### config.mk
export PLATFORM = sky130hd
export DESIGN_NAME = kernel_upsampling_interpolator_core
export DESIGN_NICKNAME = d
export VERILOG_FILES = /design/src/rtl/kui_pkg.sv /design/src/rtl/kernel_upsampling_interpolator_core.sv /design/src/rtl/kui_ram.sv
export SDC_FILE = /design/constraint.sdc
export NUM_CORES = 2
export LEC_CHECK = 0
export ABC_AREA = 1
export BUFFER_PORTS_ARGS = -buffer_cell sky130_fd_sc_hd__buf_2
export CAP_MARGIN = 20
export CORE_ASPECT_RATIO = 1.75
export CORE_MARGIN = 1.5
export CORE_UTILIZATION = 41
export DETAILED_ROUTE_END_ITERATION = 7
export GPL_TIMING_DRIVEN = 0
export REMOVE_ABC_BUFFERS = 1
export SETUP_SLACK_MARGIN = 0.15
export SLEW_MARGIN = 25
export SYNTH_ARGS = -nofsm -noshare
export SYNTH_HDL_FRONTEND = slang
export SYNTH_HIERARCHICAL = 1
export SYNTH_SLANG_ARGS = --single-unit
### constraint.sdc
create_clock -name clk -period 5.3 [get_ports clk]
set_input_delay 0.53 -clock clk [delete_from_list [all_inputs] [get_ports clk]]
set_output_delay 0.53 -clock clk [all_outputs]
set_load 0.005 [all_outputs]
### src/rtl/kui_pkg.sv
// types and constants shared by the kernel upsampling interpolator files
`default_nettype none

package kui_pkg;

	typedef enum logic [1:0] {
		ST_IDLE,
		ST_TAPS,
		ST_WAIT
	} state_t;

	localparam int CFG_IDX_W  = 8;
	localparam int CFG_DATA_W = 8;

	localparam logic [CFG_IDX_W-1:0] REG_UPSAMPLE_FACTOR = CFG_IDX_W'(0);
	localparam logic [CFG_IDX_W-1:0] REG_HALF_WIDTH      = CFG_IDX_W'(1);

	localparam logic MODE_SAMPLE = 1'b0;
	localparam logic MODE_COEF   = 1'b1;

	localparam int FACTOR_W     = 5;
	localparam int HALF_W       = 2;
	localparam int COEF_INDEX_W = 7;
	localparam int COEF_W       = 16;
	localparam int MAX_FACTOR   = 16;

	localparam logic [FACTOR_W-1:0] FACTOR_RESET = FACTOR_W'(4);
	localparam logic [HALF_W-1:0]   HALF_RESET   = HALF_W'(2);

	// output phase within the kernel support, up to 3 * 16
	localparam int U_W   = 6;
	// kernel tap index, up to 48 + 6 * 16
	localparam int IDX_W = 8;

	localparam int FRAC_BITS  = 14;
	localparam int ROUND_HALF = 1 << (FRAC_BITS - 1);

endpackage

`default_nettype wire

### src/rtl/kernel_upsampling_interpolator_core.sv
// Integer-factor polyphase FIR upsampler: a coefficient request (tuser high) writes one entry
// of the kernel table; a sample request (tuser low) shifts the sample into the window and
// emits the outputs it completes, and a sample with tlast high flushes the rest of the stream,
// marking the very last output with tuser. Each output is built in one multiply-accumulate
// unit that walks the 2a+1 taps, one kernel table read per cycle. A sample request that
// yields outputs holds off new requests until its last output is emitted; a coefficient
// request or a sample that yields nothing leaves the block ready. The kernel table has no
// reset and must be written before it is read. The config port always accepts
// and should only be written while no request is in progress.
`default_nettype none

module kernel_upsampling_interpolator_core #(
	parameter int MAX_TAPS       = 128,
	parameter int MAX_HALF_WIDTH = 3,
	parameter int SAMPLE_BITS    = 16
) (
	input  logic                                  clk,
	input  logic                                  arst_n,
	input  logic                                  cfg_valid,
	output logic                                  cfg_ready,
	input  logic [kui_pkg::CFG_IDX_W-1:0]         cfg_index,
	input  logic [kui_pkg::CFG_DATA_W-1:0]        cfg_data,
	input  logic                                  s_axis_tvalid,
	output logic                                  s_axis_tready,
	// sample, coef_index, coef_value, zero padding
	input  logic [((SAMPLE_BITS + kui_pkg::COEF_INDEX_W + kui_pkg::COEF_W + 7) / 8) * 8 - 1:0]
	                                              s_axis_tdata,
	input  logic                                  s_axis_tlast,
	// mode
	input  logic                                  s_axis_tuser,
	output logic                                  m_axis_tvalid,
	input  logic                                  m_axis_tready,
	// value, zero padding
	output logic [((SAMPLE_BITS + 7) / 8) * 8 - 1:0] m_axis_tdata,
	output logic                                  m_axis_tlast,
	// end_of_stream
	output logic                                  m_axis_tuser
);

	import kui_pkg::*;

	localparam int M_DATA_W  = ((SAMPLE_BITS + 7) / 8) * 8;
	localparam int WIN_DEPTH = 2 * MAX_HALF_WIDTH;
	localparam int WIN_AW    = $clog2(WIN_DEPTH);
	localparam int D_W       = $clog2(WIN_DEPTH + 1);
	localparam int TAP_AW    = $clog2(MAX_TAPS);
	localparam int PROD_W    = SAMPLE_BITS + COEF_W;
	localparam int ACC_W     = PROD_W + D_W;

	logic [FACTOR_W-1:0] factor_q;
	logic [HALF_W-1:0]   half_q;
	logic [FACTOR_W-1:0] n_eff;
	logic [HALF_W-1:0]   a_eff;

	state_t state_q, state_d;

	logic signed [SAMPLE_BITS-1:0] in_sample;
	logic [COEF_INDEX_W-1:0]       in_coef_index;
	logic [COEF_W-1:0]             in_coef_value;

	logic s_accept, sample_accept, coef_wr;
	logic m_ge_a, has_out;
	logic [U_W-1:0]   a_n, u_start, u_end;
	logic [IDX_W-1:0] top;
	logic [D_W-1:0]   dmax;

	logic signed [SAMPLE_BITS-1:0] cur_q;
	logic                          last_q;
	logic [FACTOR_W-1:0]           n_q;
	logic [D_W-1:0]                m_q, dmax_q, d_q;
	logic [U_W-1:0]                u_q, u_end_q;
	logic [IDX_W-1:0]              top_q, idx_q;

	logic signed [SAMPLE_BITS-1:0] win_q [WIN_DEPTH];
	logic [D_W-1:0]                cnt_q;

	logic                          tap_issue, emit, run_end, out_free;
	logic                          win_upd, upd_last;
	logic signed [SAMPLE_BITS-1:0] upd_cur;
	logic                          tap_ok;
	logic signed [SAMPLE_BITS-1:0] tap_x;

	logic [COEF_W-1:0]             kern_rdata;
	logic                          v_s1, ok_s1, first_s1, end_s1;
	logic signed [SAMPLE_BITS-1:0] x_s1;
	logic                          v_s2, first_s2, end_s2;
	logic signed [PROD_W-1:0]      prod_s2;
	logic signed [ACC_W-1:0]       acc_q, acc_base, rounded;
	logic                          done_q;
	logic                          fits;
	logic [SAMPLE_BITS-1:0]        sat_value;

	logic                   out_valid_q, out_last_q, out_eos_q;
	logic [SAMPLE_BITS-1:0] out_value_q;

	assign in_sample     = s_axis_tdata[SAMPLE_BITS-1:0];
	assign in_coef_index = s_axis_tdata[SAMPLE_BITS +: COEF_INDEX_W];
	assign in_coef_value = s_axis_tdata[SAMPLE_BITS + COEF_INDEX_W +: COEF_W];

	assign cfg_ready = 1'b1;

	always_ff @(posedge clk or negedge arst_n) begin
		if (!arst_n) begin
			factor_q <= FACTOR_RESET;
			half_q   <= HALF_RESET;
		end else if (cfg_valid) begin
			if (cfg_index == REG_UPSAMPLE_FACTOR) begin
				factor_q <= cfg_data[FACTOR_W-1:0];
			end else if (cfg_index == REG_HALF_WIDTH) begin
				half_q <= cfg_data[HALF_W-1:0];
			end
		end
	end

	// clamped factor and half width
	always_comb begin
		if (factor_q == '0) begin
			n_eff = FACTOR_W'(1);
		end else if (32'(factor_q) > MAX_FACTOR) begin
			n_eff = FACTOR_W'(MAX_FACTOR);
		end else begin
			n_eff = factor_q;
		end
		if (half_q == '0) begin
			a_eff = HALF_W'(1);
		end else if (32'(half_q) > MAX_HALF_WIDTH) begin
			a_eff = HALF_W'(MAX_HALF_WIDTH);
		end else begin
			a_eff = half_q;
		end
	end

	assign s_accept      = s_axis_tvalid && s_axis_tready;
	assign sample_accept = s_accept && (s_axis_tuser == MODE_SAMPLE);
	assign coef_wr       = s_accept && (s_axis_tuser == MODE_COEF) && (32'(in_coef_index) < MAX_TAPS);

	assign m_ge_a  = 32'(cnt_q) >= 32'(a_eff);
	assign has_out = m_ge_a || s_axis_tlast;
	assign a_n     = U_W'(a_eff) * U_W'(n_eff);
	assign u_start = m_ge_a ? '0 : U_W'(a_eff - HALF_W'(cnt_q)) * U_W'(n_eff);
	assign u_end   = s_axis_tlast ? a_n : U_W'(n_eff) - U_W'(1);
	assign top     = IDX_W'({a_n, 1'b0});
	assign dmax    = D_W'({a_eff, 1'b0});

	// next state
	always_comb begin
		state_d = state_q;
		unique case (state_q)
			ST_IDLE: begin
				if (sample_accept && has_out) begin
					state_d = ST_TAPS;
				end
			end
			ST_TAPS: begin
				if (d_q == dmax_q) begin
					state_d = ST_WAIT;
				end
			end
			ST_WAIT: begin
				if (emit) begin
					state_d = run_end ? ST_IDLE : ST_TAPS;
				end
			end
			default: state_d = ST_IDLE;
		endcase
	end

	// state outputs
	always_comb begin
		s_axis_tready = (state_q == ST_IDLE);
		tap_issue     = (state_q == ST_TAPS);
		emit          = (state_q == ST_WAIT) && done_q && out_free;
		run_end       = emit && (u_q == u_end_q);
	end

	assign out_free = !out_valid_q || m_axis_tready;

	always_ff @(posedge clk or negedge arst_n) begin
		if (!arst_n) begin
			state_q <= ST_IDLE;
		end else begin
			state_q <= state_d;
		end
	end

	// request registers and tap sequencing
	always_ff @(posedge clk or negedge arst_n) begin
		if (!arst_n) begin
			d_q     <= '0;
			idx_q   <= '0;
			u_q     <= '0;
			u_end_q <= '0;
			dmax_q  <= '0;
			top_q   <= '0;
			m_q     <= '0;
			n_q     <= FACTOR_W'(1);
			last_q  <= 1'b0;
		end else if (sample_accept) begin
			d_q     <= '0;
			idx_q   <= IDX_W'(u_start);
			u_q     <= u_start;
			u_end_q <= u_end;
			dmax_q  <= dmax;
			top_q   <= top;
			m_q     <= cnt_q;
			n_q     <= n_eff;
			last_q  <= s_axis_tlast;
		end else if (tap_issue) begin
			d_q   <= d_q + D_W'(1);
			idx_q <= idx_q + IDX_W'(n_q);
		end else if (emit && !run_end) begin
			u_q   <= u_q + U_W'(1);
			d_q   <= '0;
			idx_q <= IDX_W'(u_q) + IDX_W'(1);
		end
	end

	always_ff @(posedge clk) begin
		if (sample_accept) begin
			cur_q <= in_sample;
		end
	end

	// sample window and stream position
	assign win_upd  = (sample_accept && !has_out) || run_end;
	assign upd_last = run_end && last_q;
	assign upd_cur  = run_end ? cur_q : in_sample;

	always_ff @(posedge clk or negedge arst_n) begin
		if (!arst_n) begin
			for (int k = 0; k < WIN_DEPTH; k++) begin
				win_q[k] <= '0;
			end
			cnt_q <= '0;
		end else if (win_upd) begin
			if (upd_last) begin
				for (int k = 0; k < WIN_DEPTH; k++) begin
					win_q[k] <= '0;
				end
				cnt_q <= '0;
			end else begin
				for (int k = WIN_DEPTH - 1; k > 0; k--) begin
					win_q[k] <= win_q[k-1];
				end
				win_q[0] <= upd_cur;
				if (32'(cnt_q) < WIN_DEPTH) begin
					cnt_q <= cnt_q + D_W'(1);
				end
			end
		end
	end

	// kernel table, reads and coefficient writes never overlap
	kui_ram #(
		.WIDTH(COEF_W),
		.DEPTH(MAX_TAPS)
	) u_kernel_ram (
		.clk  (clk),
		.we   (coef_wr),
		.waddr(TAP_AW'(in_coef_index)),
		.wdata(in_coef_value),
		.raddr(TAP_AW'(idx_q)),
		.rdata(kern_rdata)
	);

	assign tap_ok = (32'(d_q) <= 32'(m_q)) && (idx_q <= top_q) && (32'(idx_q) < MAX_TAPS);
	assign tap_x  = (d_q == '0) ? cur_q : win_q[WIN_AW'(d_q - D_W'(1))];

	// multiply-accumulate pipeline
	always_ff @(posedge clk or negedge arst_n) begin
		if (!arst_n) begin
			v_s1   <= 1'b0;
			v_s2   <= 1'b0;
			done_q <= 1'b0;
		end else begin
			v_s1 <= tap_issue;
			v_s2 <= v_s1;
			if (v_s2 && end_s2) begin
				done_q <= 1'b1;
			end else if (emit) begin
				done_q <= 1'b0;
			end
		end
	end

	always_ff @(posedge clk) begin
		if (tap_issue) begin
			ok_s1    <= tap_ok;
			x_s1     <= tap_x;
			first_s1 <= (d_q == '0);
			end_s1   <= (d_q == dmax_q);
		end
		if (v_s1) begin
			if (ok_s1) begin
				prod_s2 <= x_s1 * $signed(kern_rdata);
			end else begin
				prod_s2 <= '0;
			end
			first_s2 <= first_s1;
			end_s2   <= end_s1;
		end
		if (v_s2) begin
			acc_q <= acc_base + ACC_W'(prod_s2);
		end
	end

	assign acc_base = first_s2 ? '0 : acc_q;

	// round half up and saturate
	assign rounded = (acc_q + ACC_W'(ROUND_HALF)) >>> FRAC_BITS;
	assign fits    = rounded[ACC_W-1:SAMPLE_BITS-1] ==
	                 {(ACC_W - SAMPLE_BITS + 1){rounded[ACC_W-1]}};
	assign sat_value = fits ? rounded[SAMPLE_BITS-1:0] :
	                   (rounded[ACC_W-1] ? {1'b1, {(SAMPLE_BITS - 1){1'b0}}} :
	                                       {1'b0, {(SAMPLE_BITS - 1){1'b1}}});

	// output register
	always_ff @(posedge clk or negedge arst_n) begin
		if (!arst_n) begin
			out_valid_q <= 1'b0;
		end else if (emit) begin
			out_valid_q <= 1'b1;
		end else if (m_axis_tready) begin
			out_valid_q <= 1'b0;
		end
	end

	always_ff @(posedge clk) begin
		if (emit) begin
			out_value_q <= sat_value;
			out_last_q  <= (u_q == u_end_q);
			out_eos_q   <= last_q && (u_q == u_end_q);
		end
	end

	assign m_axis_tvalid = out_valid_q;
	assign m_axis_tdata  = M_DATA_W'(out_value_q);
	assign m_axis_tlast  = out_last_q;
	assign m_axis_tuser  = out_eos_q;

endmodule

`default_nettype wire

### src/rtl/kui_ram.sv
// generic single-port-write, single-port-read ram with registered read data
`default_nettype none

module kui_ram #(
	parameter int WIDTH = 16,
	parameter int DEPTH = 128
) (
	input  logic                     clk,
	input  logic                     we,
	input  logic [$clog2(DEPTH)-1:0] waddr,
	input  logic [WIDTH-1:0]         wdata,
	input  logic [$clog2(DEPTH)-1:0] raddr,
	output logic [WIDTH-1:0]         rdata
);

	logic [WIDTH-1:0] mem_q [DEPTH];
	logic [WIDTH-1:0] rdata_q;

	always_ff @(posedge clk) begin
		if (we) begin
			mem_q[waddr] <= wdata;
		end
		rdata_q <= mem_q[raddr];
	end

	assign rdata = rdata_q;

endmodule

`default_nettype wire

==> flow_metrics.env <==
export IMPL_status="finished, violations left"
export IMPL_violations="negative setup slack"
export IMPL_cp_data_required_time_ns=5.91
export IMPL_dr_pass1_iters=6
export IMPL_crit_buf_inv=7
export IMPL_areaGrowthSynthToFinish_pct=14.4
export IMPL_ios=84
export IMPL_synth_top_area_share=0.600
export IMPL_routed_wl_um=305000
export IMPL_utilization=0.472
export IMPL_syn_avg_cell_area_um2=10.9
export IMPL_grt_total_usage=0.224
export IMPL_rows=249
export IMPL_synth_top_area_cell="edfxtp_1"
export IMPL_fillers=23269
export IMPL_seq_area_frac_synth=0.638
export IMPL_yosys_most_used_dff="edfxtp_1"
export IMPL_crit_type="flop to flop"
export IMPL_cts_clk_slew_worst_paths_ns=0.06
export IMPL_clk_latency_ns=0.86
export IMPL_setup_tns_ns=-5.37
export IMPL_cts_root_buf="clkbuf_16"
export IMPL_antenna_found_initial=7
export IMPL_r2r_cells=25
export IMPL_r2r_start="x_s1[15]"
export IMPL_vias_per_cell=5.44
export IMPL_dpl_hpwl_um=189000
export IMPL_grt_pass1_vias=75141
export IMPL_start_kind="flop"
export IMPL_final_common_cell="nand2_1"
export IMPL_numClockSinks=2338
export IMPL_dp_cells=13169
export IMPL_htree_levels=4
export IMPL_report_final_slew_viol_count=0
export IMPL_hold_depth=2
export IMPL_drt_iter0_drc=5834
export IMPL_vias=74543
export IMPL_maxSlewHeadroom=0.258
export IMPL_cp_max_fo=6
export IMPL_crit_path_frequent_cell="fa_1"
export IMPL_fin_crit_ns=5.78
export IMPL_ys_seq_elements=2338
export IMPL_hp_class="input port to flop"
export IMPL_max_slew_worst_pin_slew_ns=1.11
export IMPL_r2r_end="prod_s2[24]"
export IMPL_overflow=0
export IMPL_numPortBuffers=78
export IMPL_final_nets=10508
export IMPL_rrSetupSlack_ns=-0.48
export IMPL_cp_num_cells=25
export IMPL_fin_crit_sh=1.09
export IMPL_cap_violations=0
export IMPL_routabilityCongestion=0.904
export IMPL_synth_area_leaders="edfxtp_1, nand3_1, nand2_1, fa_1, dfrtp_1"
export IMPL_rsz0062_at_grt="yes"
export IMPL_clock_path_buffers=4
export IMPL_worst_slack_ns=-0.483
export IMPL_crit_path_max_incr_delay_ns=0.67
export IMPL_max_freq_mhz=173
export IMPL_endpoint_kind="flop"
export IMPL_die_area_um2=268000
export IMPL_syn_inst=10003
export IMPL_grt_max_degree=171
export IMPL_drc_errors=0
export IMPL_start_util=0.413
export IMPL_grt_pass1_wl_um=456000
export IMPL_final_cell_mix="nand2_1, edfxtp_1, nand3_1"
export IMPL_drive_gt1_frac=0.109
export IMPL_synth_edff_count=2170
export IMPL_cts_tree="built"
export IMPL_cp_arrival_ns=6.39
export IMPL_min_from="s_axis_tuser"
export IMPL_stdcell_count=13707
export IMPL_core_area_um2=263000
export IMPL_synth_cell_types=55
export IMPL_crit_family="adder cells"
export IMPL_ant_nets=0
export IMPL_critPathSlowestCell="fa_2"
export IMPL_yosysWarnings=6
export IMPL_hold_viol=0
export IMPL_finalSetupViolCount=19
export IMPL_synthesis_area_um2=109000
export IMPL_synth_async_reset_ratio=0.0650
export IMPL_fp_dieW_um=392
export IMPL_cts_buffers=213
export IMPL_skew_ns=0.0367
export IMPL_die_height_um=684
export IMPL_wl_per_cell_um=22.3
export IMPL_holdPathEnd="cur_q[0]"
-- worst max path at each step --
stage | slack (ns) | endpoint | startpoint
after floorplan | -37.30 | u_kernel_ram/rdata[0] | idx_q[0]
after global placement | -95.10 | u_kernel_ram/rdata[14] | idx_q[0]
after detailed placement | -1.54 | prod_s2[26] | x_s1[15]
after CTS | -0.45 | prod_s2[31] | x_s1[15]
after global routing | -0.62 | prod_s2[24] | x_s1[15]
final | -0.48 | prod_s2[24] | x_s1[15]
-- cell usage after synthesis (all sizes together) (4+ instances only) --
master and n:
nand2 2769, edfxtp 2170, nand3 2102, inv 746
buf 402, nor2 394, fa 271, o21ai 191
clkbuf 178, a21oi 173, dfrtp 149, ha 148
o22ai 81, xor2 53, nor3 28, nand4 22
a31oi 19, xnor2 19, dfxtp 16, o21a 14
a21o 10, or2 10, o21bai 5, nor4 4
o211ai 4
-- stage by stage --
step	hold WS, ns	setup WS [ns]	cell area, µm²
floorplan	0.234	-37.30	106000
global route	0.0416	-0.619	124000
finish	0.0657	-0.483	124000
detailed placement	0.433	-1.54	115000
CTS	0.00813	-0.445	124000
global placement	0.401	-95.10	111000
-- cell families (layout without fill, tap and decap cells) --
logic type	Yosys count	count (layout)	synth area share
simple gates	5335	5335	0.211
flops	2338	2338	0.638
buf+inv	1328	1515	0.0530
compound gates	507	507	0.0255
fa+ha+maj	419	419	0.0670
xor+xnor	72	72	0.00580
mux	3	3	0.000311
other cells	1	4	0.0000345
-- layer usage --
layer,global-route usage,wire length [µm],vias to the layer above
li1,-,-,34247
met1,0.243,106000,36928
met2,0.408,161000,2578
met3,0.0253,16200,782
met4,0.148,22300,8
met5,0,56,-
-- registers in the layout, summed over array words and instances, names as in the netlist, 5 cells and up --
name and flops:
u_kernel_ram/mem_q 2048, win_q 96, acc_q 35, prod_s2 32
cur_q 16, m_axis_tdata 16, u_kernel_ram/rdata 16, x_s1 16
idx_q 8, top_q 6, u_end_q 6, u_q 6
factor_q 5, n_q 5
-- worst reg2reg max path: stages (launching register included) --
cell and delay [ns]:
edfxtp_1 0.41, buf_12 0.17, nand2_8 0.08, inv_4 0.04
fa_2 0.67, buf_6 0.13, buf_6 0.08, fa_2 0.43
fa_1 0.53, fa_1 0.44, fa_1 0.54, inv_2 0.04
fa_1 0.55, inv_2 0.05, ha_4 0.31, nand2_4 0.08
nor2_4 0.13, inv_2 0.05, nor2_4 0.15, nand4_1 0.17
nand3_4 0.18, nand2_2 0.06, nand2_2 0.06, nand2_1 0.05
nand2_1 0.05, nor2_1 0.07
-- layout make-up --
type	count	area, µm²	share of cell area
antenna	3	7.51	0.0000604
clock buffer	273	5740	0.0462
clock inverter	106	1010	0.00811
inverter	748	2860	0.0230
multi-input combinational	6337	35700	0.287
sequential	2338	69400	0.558
tap	3514	4400	0.0354
timing repair buffer	388	5320	0.0428
-- repair_timing --
action	CTS	global route
hold buffers	26	0
setup endpoints to repair	25	25
resized for setup	299	108
endpoints found under the hold margin	93	0
pin swaps	128	84
gates cloned	0	0
buffers inserted	112	18
Power is left out: the tool's default activity adds up to more than one toggle a clock period on the data nets, which glitch-free logic cannot reach.
